**config.mk**
```make
export PLATFORM = sky130hd
export DESIGN_NAME = deficit_round_robin_scheduler
export DESIGN_NICKNAME = d
export VERILOG_FILES = /design/src/rtl/drr_pkg.sv /design/src/rtl/deficit_round_robin_scheduler.sv /design/src/rtl/drr_ram.sv /design/src/rtl/drr_core.sv
export SDC_FILE = /design/constraint.sdc
export NUM_CORES = 2
export LEC_CHECK = 0
export BUFFER_PORTS_ARGS = -buffer_cell sky130_fd_sc_hd__buf_2
export CORE_MARGIN = 2
export CORE_UTILIZATION = 63
export CTS_CLUSTER_DIAMETER = 100
export DETAILED_ROUTE_END_ITERATION = 10
export GPL_TIMING_DRIVEN = 0
export PLACE_DENSITY_LB_ADDON = 0.25
export SLEW_MARGIN = 20
export SYNTH_ARGS = -nofsm -noshare
export SYNTH_HDL_FRONTEND = slang
export SYNTH_HIERARCHICAL = 1
export SYNTH_SLANG_ARGS = --single-unit
```
**constraint.sdc**
```tcl
create_clock -name clk -period 17.25 [get_ports clk]
set_clock_uncertainty 0.05 [all_clocks]
set_input_delay 0.8625 -clock clk [delete_from_list [all_inputs] [get_ports clk]]
set_output_delay 0.8625 -clock clk [all_outputs]
set_load 0.05 [all_outputs]
```
**src/rtl/drr_pkg.sv**
```systemverilog
// Types and constants of the deficit round robin scheduler.
// Used by the scheduler top, drr_core and drr_checker; depends on nothing.
`timescale 1ns / 1ps

package drr_pkg;

  localparam int DEF_W       = 25;
  localparam int QUANT_W     = 24;
  localparam int FRAC_BITS   = 8;
  localparam int NUM_WEIGHTS = 4;
  localparam logic [DEF_W-1:0] DEFICIT_MAX = {DEF_W{1'b1}};

  localparam logic [15:0] BASE_RESET   = 16'd1500;
  localparam logic [15:0] WEIGHT_RESET = 16'd256;

  localparam logic [2:0] REG_BASE = 3'd0;
  localparam logic [2:0] REG_W0   = 3'd1;
  localparam logic [2:0] REG_W1   = 3'd2;
  localparam logic [2:0] REG_W2   = 3'd3;
  localparam logic [2:0] REG_W3   = 3'd4;

  localparam logic REQ_ENQUEUE = 1'b0;
  localparam logic REQ_DEQUEUE = 1'b1;

  typedef struct packed {
    logic        req_type;
    logic        class_valid;
    logic [1:0]  class_index;
    logic [15:0] packet_length;
  } item_t;

  typedef struct packed {
    logic        accepted;
    logic        served;
    logic [1:0]  served_class;
    logic [15:0] served_length;
  } result_t;

  typedef struct packed {
    logic [15:0]                  base_quantum;
    logic [NUM_WEIGHTS-1:0][15:0] weight;
  } cfg_t;

  typedef enum logic [1:0] {
    ST_IDLE,
    ST_VISIT,
    ST_EVAL,
    ST_DONE
  } state_t;

endpackage

```
**src/rtl/deficit_round_robin_scheduler.sv**
```systemverilog
// Weighted deficit round robin scheduler: APB config registers and core.
// Depends on drr_pkg, drr_core, drr_ram.
// Enqueue: idle to done, where the result is registered; only idle takes requests.
// Dequeue visits classes in ring order (quantum product registered, then length
// RAM read and compare) until a packet is served or the ring is empty.
// Synchronous reset clears all queues, deficits and the ring; no RAM sweep.
`timescale 1ns / 1ps

module deficit_round_robin_scheduler #(
  parameter int NUM_CLASSES = 4,
  parameter int FIFO_DEPTH  = 16
) (
  input  logic              clk,
  input  logic              rst,
  input  logic              psel,
  input  logic              penable,
  input  logic              pwrite,
  input  logic [4:0]        paddr,
  input  logic [31:0]       pwdata,
  output logic [31:0]       prdata,
  output logic              pready,
  input  logic              item_valid,
  output logic              item_ready,
  input  drr_pkg::item_t    item,
  output logic              result_valid,
  input  logic              result_ready,
  output drr_pkg::result_t  result
);

  drr_pkg::cfg_t cfg;
  logic [2:0]    reg_idx;

  assign pready  = 1'b1;
  assign reg_idx = paddr[4:2];

  always_ff @(posedge clk) begin
    if (rst) begin
      cfg.base_quantum <= drr_pkg::BASE_RESET;
      for (int i = 0; i < drr_pkg::NUM_WEIGHTS; i++) begin
        cfg.weight[i] <= drr_pkg::WEIGHT_RESET;
      end
    end else if (psel && penable && pwrite && pready) begin
      case (reg_idx)
        drr_pkg::REG_BASE: cfg.base_quantum <= pwdata[15:0];
        drr_pkg::REG_W0:   cfg.weight[0]    <= pwdata[15:0];
        drr_pkg::REG_W1:   cfg.weight[1]    <= pwdata[15:0];
        drr_pkg::REG_W2:   cfg.weight[2]    <= pwdata[15:0];
        drr_pkg::REG_W3:   cfg.weight[3]    <= pwdata[15:0];
        default: ;
      endcase
    end
  end

  always_comb begin
    case (reg_idx)
      drr_pkg::REG_BASE: prdata = {16'b0, cfg.base_quantum};
      drr_pkg::REG_W0:   prdata = {16'b0, cfg.weight[0]};
      drr_pkg::REG_W1:   prdata = {16'b0, cfg.weight[1]};
      drr_pkg::REG_W2:   prdata = {16'b0, cfg.weight[2]};
      drr_pkg::REG_W3:   prdata = {16'b0, cfg.weight[3]};
      default:           prdata = '0;
    endcase
  end

  drr_core #(.NUM_CLASSES(NUM_CLASSES), .FIFO_DEPTH(FIFO_DEPTH)) u_core (
    .clk          (clk),
    .rst          (rst),
    .cfg          (cfg),
    .item_valid   (item_valid),
    .item_ready   (item_ready),
    .item         (item),
    .result_valid (result_valid),
    .result_ready (result_ready),
    .result       (result)
  );

endmodule

```
**src/rtl/drr_ram.sv**
```systemverilog
// Generic simple dual-port RAM, one write and one registered read port.
// No dependencies.
`timescale 1ns / 1ps

module drr_ram #(
  parameter int WIDTH = 16,
  parameter int DEPTH = 64
) (
  input  logic                     clk,
  input  logic                     we,
  input  logic [$clog2(DEPTH)-1:0] waddr,
  input  logic [WIDTH-1:0]         wdata,
  input  logic [$clog2(DEPTH)-1:0] raddr,
  output logic [WIDTH-1:0]         rdata
);

  logic [WIDTH-1:0] mem [DEPTH];

  always_ff @(posedge clk) begin
    if (we) begin
      mem[waddr] <= wdata;
    end
    rdata <= mem[raddr];
  end

endmodule

```
**src/rtl/drr_core.sv**
```systemverilog
// Scheduler sequencer: class FIFO pointers, deficits, active ring and the
// packet length RAM. Depends on drr_pkg and drr_ram.
`timescale 1ns / 1ps

module drr_core #(
  parameter int NUM_CLASSES = 4,
  parameter int FIFO_DEPTH  = 16
) (
  input  logic            clk,
  input  logic            rst,
  input  drr_pkg::cfg_t   cfg,
  input  logic            item_valid,
  output logic            item_ready,
  input  drr_pkg::item_t  item,
  output logic            result_valid,
  input  logic            result_ready,
  output drr_pkg::result_t result
);

  localparam int CW  = (NUM_CLASSES > 1) ? $clog2(NUM_CLASSES) : 1;
  localparam int PW  = (FIFO_DEPTH > 1) ? $clog2(FIFO_DEPTH) : 1;
  localparam int FCW = $clog2(FIFO_DEPTH + 1);
  localparam int ACW = $clog2(NUM_CLASSES + 1);
  localparam int AW  = $clog2(NUM_CLASSES * FIFO_DEPTH);
  localparam int DW  = drr_pkg::DEF_W;

  drr_pkg::state_t state, state_next;

  logic [PW-1:0]  fhead   [NUM_CLASSES];
  logic [FCW-1:0] fcount  [NUM_CLASSES];
  logic [DW-1:0]  deficit [NUM_CLASSES];
  logic [CW-1:0]  ring    [NUM_CLASSES];
  logic [NUM_CLASSES-1:0] active;
  logic [CW-1:0]  ahead;
  logic [ACW-1:0] acount;
  logic           qgiven;
  logic [31:0]    prod;
  drr_pkg::result_t res;

  logic           accept;
  logic           enq_ok;
  logic [CW-1:0]  ecls;
  logic [PW:0]    esum;
  logic [PW-1:0]  eslot;
  logic [CW:0]    rsum;
  logic [CW-1:0]  rslot;
  logic [CW-1:0]  ahead_inc;
  logic [CW-1:0]  cur;
  logic [PW-1:0]  cur_head_inc;
  logic [drr_pkg::QUANT_W-1:0] quantum;
  logic [DW:0]    dsum;
  logic [DW-1:0]  deff;
  logic [15:0]    plen;
  logic           fits;
  logic           ram_we;
  logic [AW-1:0]  ram_waddr;
  logic [AW-1:0]  ram_raddr;
  logic           out_free;

  drr_ram #(.WIDTH(16), .DEPTH(NUM_CLASSES * FIFO_DEPTH)) u_len_ram (
    .clk   (clk),
    .we    (ram_we),
    .waddr (ram_waddr),
    .wdata (item.packet_length),
    .raddr (ram_raddr),
    .rdata (plen)
  );

  // enqueue side
  assign accept = item_valid && item_ready;
  assign ecls   = item.class_index[CW-1:0];
  assign enq_ok = item.class_valid && ({1'b0, item.class_index} < 3'(NUM_CLASSES)) &&
                  (fcount[ecls] != FCW'(FIFO_DEPTH));
  assign esum   = (PW+1)'(fhead[ecls]) + (PW+1)'(fcount[ecls]);
  assign eslot  = (esum >= (PW+1)'(FIFO_DEPTH)) ? PW'(esum - (PW+1)'(FIFO_DEPTH))
                                                : esum[PW-1:0];

  // ring tail slot and head advance
  assign rsum      = (CW+1)'(ahead) + (CW+1)'(acount);
  assign rslot     = (rsum >= (CW+1)'(NUM_CLASSES)) ? CW'(rsum - (CW+1)'(NUM_CLASSES))
                                                    : rsum[CW-1:0];
  assign ahead_inc = (ahead == CW'(NUM_CLASSES - 1)) ? '0 : CW'(ahead + 1'b1);

  // visit datapath
  assign cur          = ring[ahead];
  assign cur_head_inc = (fhead[cur] == PW'(FIFO_DEPTH - 1)) ? '0 : PW'(fhead[cur] + 1'b1);
  assign quantum      = (prod[31:drr_pkg::FRAC_BITS] == '0) ? drr_pkg::QUANT_W'(1)
                                                           : prod[31:drr_pkg::FRAC_BITS];
  assign dsum         = (DW+1)'(deficit[cur]) + (DW+1)'(quantum);
  assign deff         = qgiven ? deficit[cur]
                               : (dsum[DW] ? drr_pkg::DEFICIT_MAX : dsum[DW-1:0]);
  assign fits         = DW'(plen) <= deff;
  assign out_free     = !result_valid || result_ready;

  // next state
  always_comb begin
    state_next = state;
    unique case (state)
      drr_pkg::ST_IDLE: begin
        if (accept) begin
          state_next = (item.req_type == drr_pkg::REQ_ENQUEUE) ? drr_pkg::ST_DONE
                                                               : drr_pkg::ST_VISIT;
        end
      end
      drr_pkg::ST_VISIT: begin
        state_next = (acount == '0) ? drr_pkg::ST_DONE : drr_pkg::ST_EVAL;
      end
      drr_pkg::ST_EVAL: begin
        if (fcount[cur] != '0 && fits) begin
          state_next = drr_pkg::ST_DONE;
        end else begin
          state_next = drr_pkg::ST_VISIT;
        end
      end
      drr_pkg::ST_DONE: begin
        if (out_free) begin
          state_next = drr_pkg::ST_IDLE;
        end
      end
      default: state_next = drr_pkg::ST_IDLE;
    endcase
  end

  // outputs
  always_comb begin
    item_ready = 1'b0;
    ram_we     = 1'b0;
    ram_waddr  = AW'(ecls) * AW'(FIFO_DEPTH) + AW'(eslot);
    ram_raddr  = AW'(cur) * AW'(FIFO_DEPTH) + AW'(fhead[cur]);
    unique case (state)
      drr_pkg::ST_IDLE: begin
        item_ready = 1'b1;
        ram_we     = accept && (item.req_type == drr_pkg::REQ_ENQUEUE) && enq_ok;
      end
      drr_pkg::ST_VISIT, drr_pkg::ST_EVAL, drr_pkg::ST_DONE: begin
        item_ready = 1'b0;
      end
      default: item_ready = 1'b0;
    endcase
  end

  always_ff @(posedge clk) begin
    if (rst) begin
      state        <= drr_pkg::ST_IDLE;
      result_valid <= 1'b0;
      active       <= '0;
      ahead        <= '0;
      acount       <= '0;
      qgiven       <= 1'b0;
      for (int i = 0; i < NUM_CLASSES; i++) begin
        fhead[i]   <= '0;
        fcount[i]  <= '0;
        deficit[i] <= '0;
      end
    end else begin
      state <= state_next;
      if (state == drr_pkg::ST_DONE && out_free) begin
        result       <= res;
        result_valid <= 1'b1;
      end else if (result_ready) begin
        result_valid <= 1'b0;
      end
      unique case (state)
        drr_pkg::ST_IDLE: begin
          res.accepted      <= accept && (item.req_type == drr_pkg::REQ_ENQUEUE) && enq_ok;
          res.served        <= 1'b0;
          res.served_class  <= '0;
          res.served_length <= '0;
          if (accept && item.req_type == drr_pkg::REQ_ENQUEUE && enq_ok) begin
            fcount[ecls] <= FCW'(fcount[ecls] + 1'b1);
            if (!active[ecls]) begin
              ring[rslot]   <= ecls;
              acount        <= ACW'(acount + 1'b1);
              active[ecls]  <= 1'b1;
              deficit[ecls] <= '0;
            end
          end
        end
        drr_pkg::ST_VISIT: begin
          prod <= 32'(cfg.base_quantum) * 32'(cfg.weight[2'(cur)]);
        end
        drr_pkg::ST_EVAL: begin
          if (fcount[cur] == '0) begin
            deficit[cur] <= '0;
            active[cur]  <= 1'b0;
            ahead        <= ahead_inc;
            acount       <= ACW'(acount - 1'b1);
            qgiven       <= 1'b0;
          end else if (fits) begin
            res.served        <= 1'b1;
            res.served_class  <= 2'(cur);
            res.served_length <= plen;
            fhead[cur]        <= cur_head_inc;
            fcount[cur]       <= FCW'(fcount[cur] - 1'b1);
            if (fcount[cur] == FCW'(1)) begin
              deficit[cur] <= '0;
              active[cur]  <= 1'b0;
              ahead        <= ahead_inc;
              acount       <= ACW'(acount - 1'b1);
              qgiven       <= 1'b0;
            end else begin
              deficit[cur] <= deff - DW'(plen);
              qgiven       <= 1'b1;
            end
          end else begin
            // does not fit: keep the quantum, move the class to the tail
            deficit[cur] <= deff;
            ring[rslot]  <= cur;
            ahead        <= ahead_inc;
            qgiven       <= 1'b0;
          end
        end
        drr_pkg::ST_DONE: ;
        default: ;
      endcase
    end
  end

endmodule

```
==> metrics.txt <==
Peak VDD IR 0.000107 V; Power Dens Cells 104 nW/um2; Top delay family on crit path compound AO/OA/AOI/OAI gates; H-tree depth 4; synth unique cells 92; Synth Area in Compound Gates 0.0491; Residual DRC 0; WHS 359 ps; Synth Cell Area 65300 um2; Max Clock Freq 92.2 MHz; status finished clean; first-pass GRT wire length 257000 um; CP Max Fanout 10; Place WS 6600 ps; post-DP HPWL 118000 um; Root Driver clkbuf_16; Die ar. 106000 um2; final worst slack 6410 ps; commonest cells after routing, fill and taps aside edfxtp_1 (1232), inv_1 (305), mux4_2 (277); CTS Sinks 1343; EDFF count, synth 1232; max_slew headroom 0.139; warnings from Yosys 6; syn_area_per_cell 15.1 um2; Filler cells 6523; gr usage total 0.332; most common cell after layout, fill and taps aside edfxtp_1; Mapped Cells 4321; CP Buf/Inv Count 6; CTS tree yes; DR pass1 iterations 6; fin. max-slew vios 0; Worst-Margin Slew 1280 ps; post-CTS setup buffer count 0; CP arrival 11220 ps; clock-pin slew of the registers on the worst-case setup and hold paths 60 ps; setup TNS 0 ps; largest net degree at the start of global routing 65; Util after Layout 0.709; antenna viol nets, final 0; CP Class flop to flop; Fin. Hold Viols 0; Core ar. 103000 um2; Hold Path Class flop to flop; Setup crit start kind flop; CTS Buf Count 137; routability cong. 0.921; Yosys reg bits 1343; multiplexer share of the synthesized area 0.134; largest family of logic cells by synthesized area multiplexers; simple-gate area share of the yosys netlist 0.0778; DRT iter0 DRCs 4968; area grow syn2layout 12.0%; vias per cell 6.51; CP max-delay cell clkbuf_1; Routed WL per cell 28.6 um; Req. time, crit path 17630 ps; GRT Residual Overflow 0; cell row count 118; Post-Synth Adder-Cell Area 0.0893; Worst-Skew Late Latency 760 ps; shortest period the worst path allows 10840 ps; initial core utilization 0.633; Die H 326 um; RSZ-0062 raised after global routing false; routed via count 39.8k; Tcrit/Tclk final 0.629; Final setup viols 0; Post-Synth XOR/XNOR Area 0.00871; vias in the first global route 39.7k; initial antenna violation count 1; Hold-fix buffers, CTS 0; CTS resizes 0; Die Width 326 um; fraction of layout cells with a size suffix above 1 0.191; IO buf count 80; nets 5031; Synth Flop Type edfxtp_1; Largest stage delay, worst path 920 ps; # IOs 119; Setup crit end kind flop; Max clock buf depth 3; final wirelength 175000 um; sequential-to-total area share from yosys stat 0.600; count of maximum capacitance violations 0; LEAKAGE 26.4 nW; Async S/R FF share, synth 0
## registers in the layout (all words and copies together), names as in the netlist, 16 cells and up, named ones only
register,count
u_core/prod,24
u_core/deficit,100
u_core/result,20
u_core/u_len_ram/rdata,16
cfg,80
u_core/fhead,16
u_core/u_len_ram/mem,1024
u_core/fcount,20
u_core/res,20
## cell families after synthesis
kind of cell	Yosys count
AOI/OAI and AO/OA	450
and+or+nand+nor	1028
other	2
DFF	1343
buffers and inverters	567
muxes	518
xor gates and xnor gates	65
adders and majority gates	348
## synthesized netlist by cell type (7+ instances only)
cell / count / area (um2)
inv_1: 305 / 1140
a22oi_1: 77 / 578
o22ai_1: 26 / 163
nor4_1: 7 / 43.8
mux2i_1: 189 / 1890
edfxtp_1: 1232 / 37000
clkbuf_1: 123 / 462
and2_1: 140 / 876
nor3_1: 32 / 160
a221oi_1: 16 / 140
a31oi_1: 28 / 175
buf_2: 54 / 270
buf_1: 14 / 52.6
nand3_1: 47 / 235
a22o_1: 9 / 78.8
a221o_1: 8 / 80.1
mux2_2: 45 / 507
dfxtp_1: 111 / 2220
and3_1: 21 / 131
fa_1: 197 / 3940
nand4_1: 18 / 113
a311oi_1: 12 / 105
a211o_1: 11 / 96.3
o21a_1: 19 / 143
o21ai_0: 40 / 200
ha_1: 151 / 1890
xor2_1: 24 / 210
nand2_1: 268 / 1010
nand2b_1: 104 / 651
buf_4: 34 / 255
nor2b_1: 51 / 319
a21o_1: 28 / 210
and4_1: 10 / 87.6
nor2_1: 288 / 1080
mux4_2: 277 / 6240
a211oi_1: 22 / 165
buf_6: 23 / 259
a21oi_1: 81 / 405
xnor2_1: 41 / 359
## worst paths after layout
| kind | start | endpoint | slack (ps) | depth (start not counted) |
|---|---|---|---|---|
| worst min register to register | u_core/res[10] | u_core/result[10] | 360 | 0 |
| worst max-delay path | flop | u_core/fcount[2][0] | 6410 | 29 |
| worst min-delay path | u_core/res[10] | u_core/result[10] | 360 | 0 |
| worst max register to register | flop | u_core/fcount[2][0] | 6410 | 29 |
## worst register-to-register path: cells and delay by family, from the launching register on
family                   cells  cell delay [ps]
flip-flops                   1              400
adder cells (fa/ha/maj)      2              740
multiplexers                 2              600
AND/OR/NAND/NOR              8             1760
buffers and inverters        6             2790
AO/OA/AOI/OAI               11             4200
## report_power, final
part           switching (mW)  internal (mW)  total (mW)
Sequential             0.0191           3.60        3.62
Clock                    1.26           1.76        3.03
Combinational           0.619          0.335       0.954
Total                    1.90           5.70        7.60
## cell type report
type / count / area (um2) / area share
timing repair buffer: 144 / 1210 / 0.0166
inverter: 308 / 1160 / 0.0158
clock inverter: 69 / 832 / 0.0114
buffer: 259 / 1460 / 0.0200
antenna: 2 / 5.00 / 0.0000684
tap: 1380 / 1730 / 0.0236
clock buffer: 180 / 3800 / 0.0519
sequential: 1343 / 39200 / 0.536
multi-input combinational: 2426 / 23700 / 0.324
## stage by stage
| step | power [mW] | area, um2 | std cells |
|---|---|---|---|
| 6_report | 7.60 | 73200 | 6111 |
| 3_5_place_dp | 4.61 | 68500 | 5859 |
| 5_1_grt | 7.81 | 73200 | 6109 |
| 2_1_floorplan | 4.29 | 65400 | 4336 |
| 3_3_place_gp | 4.59 | 67500 | 5796 |
| 4_1_cts | 7.61 | 73100 | 6108 |
## metal layers
layer / global-route usage / routed length [um] / up-vias
met1: 0.437 / 62500 / 20000
met2: 0.527 / 83800 / 2511
li1: - / - / 16700
met3: 0.0621 / 17100 / 590
met5: 0 / 0 / -
met4: 0.186 / 11300 / 0
(Power assumes the default switching activity.)
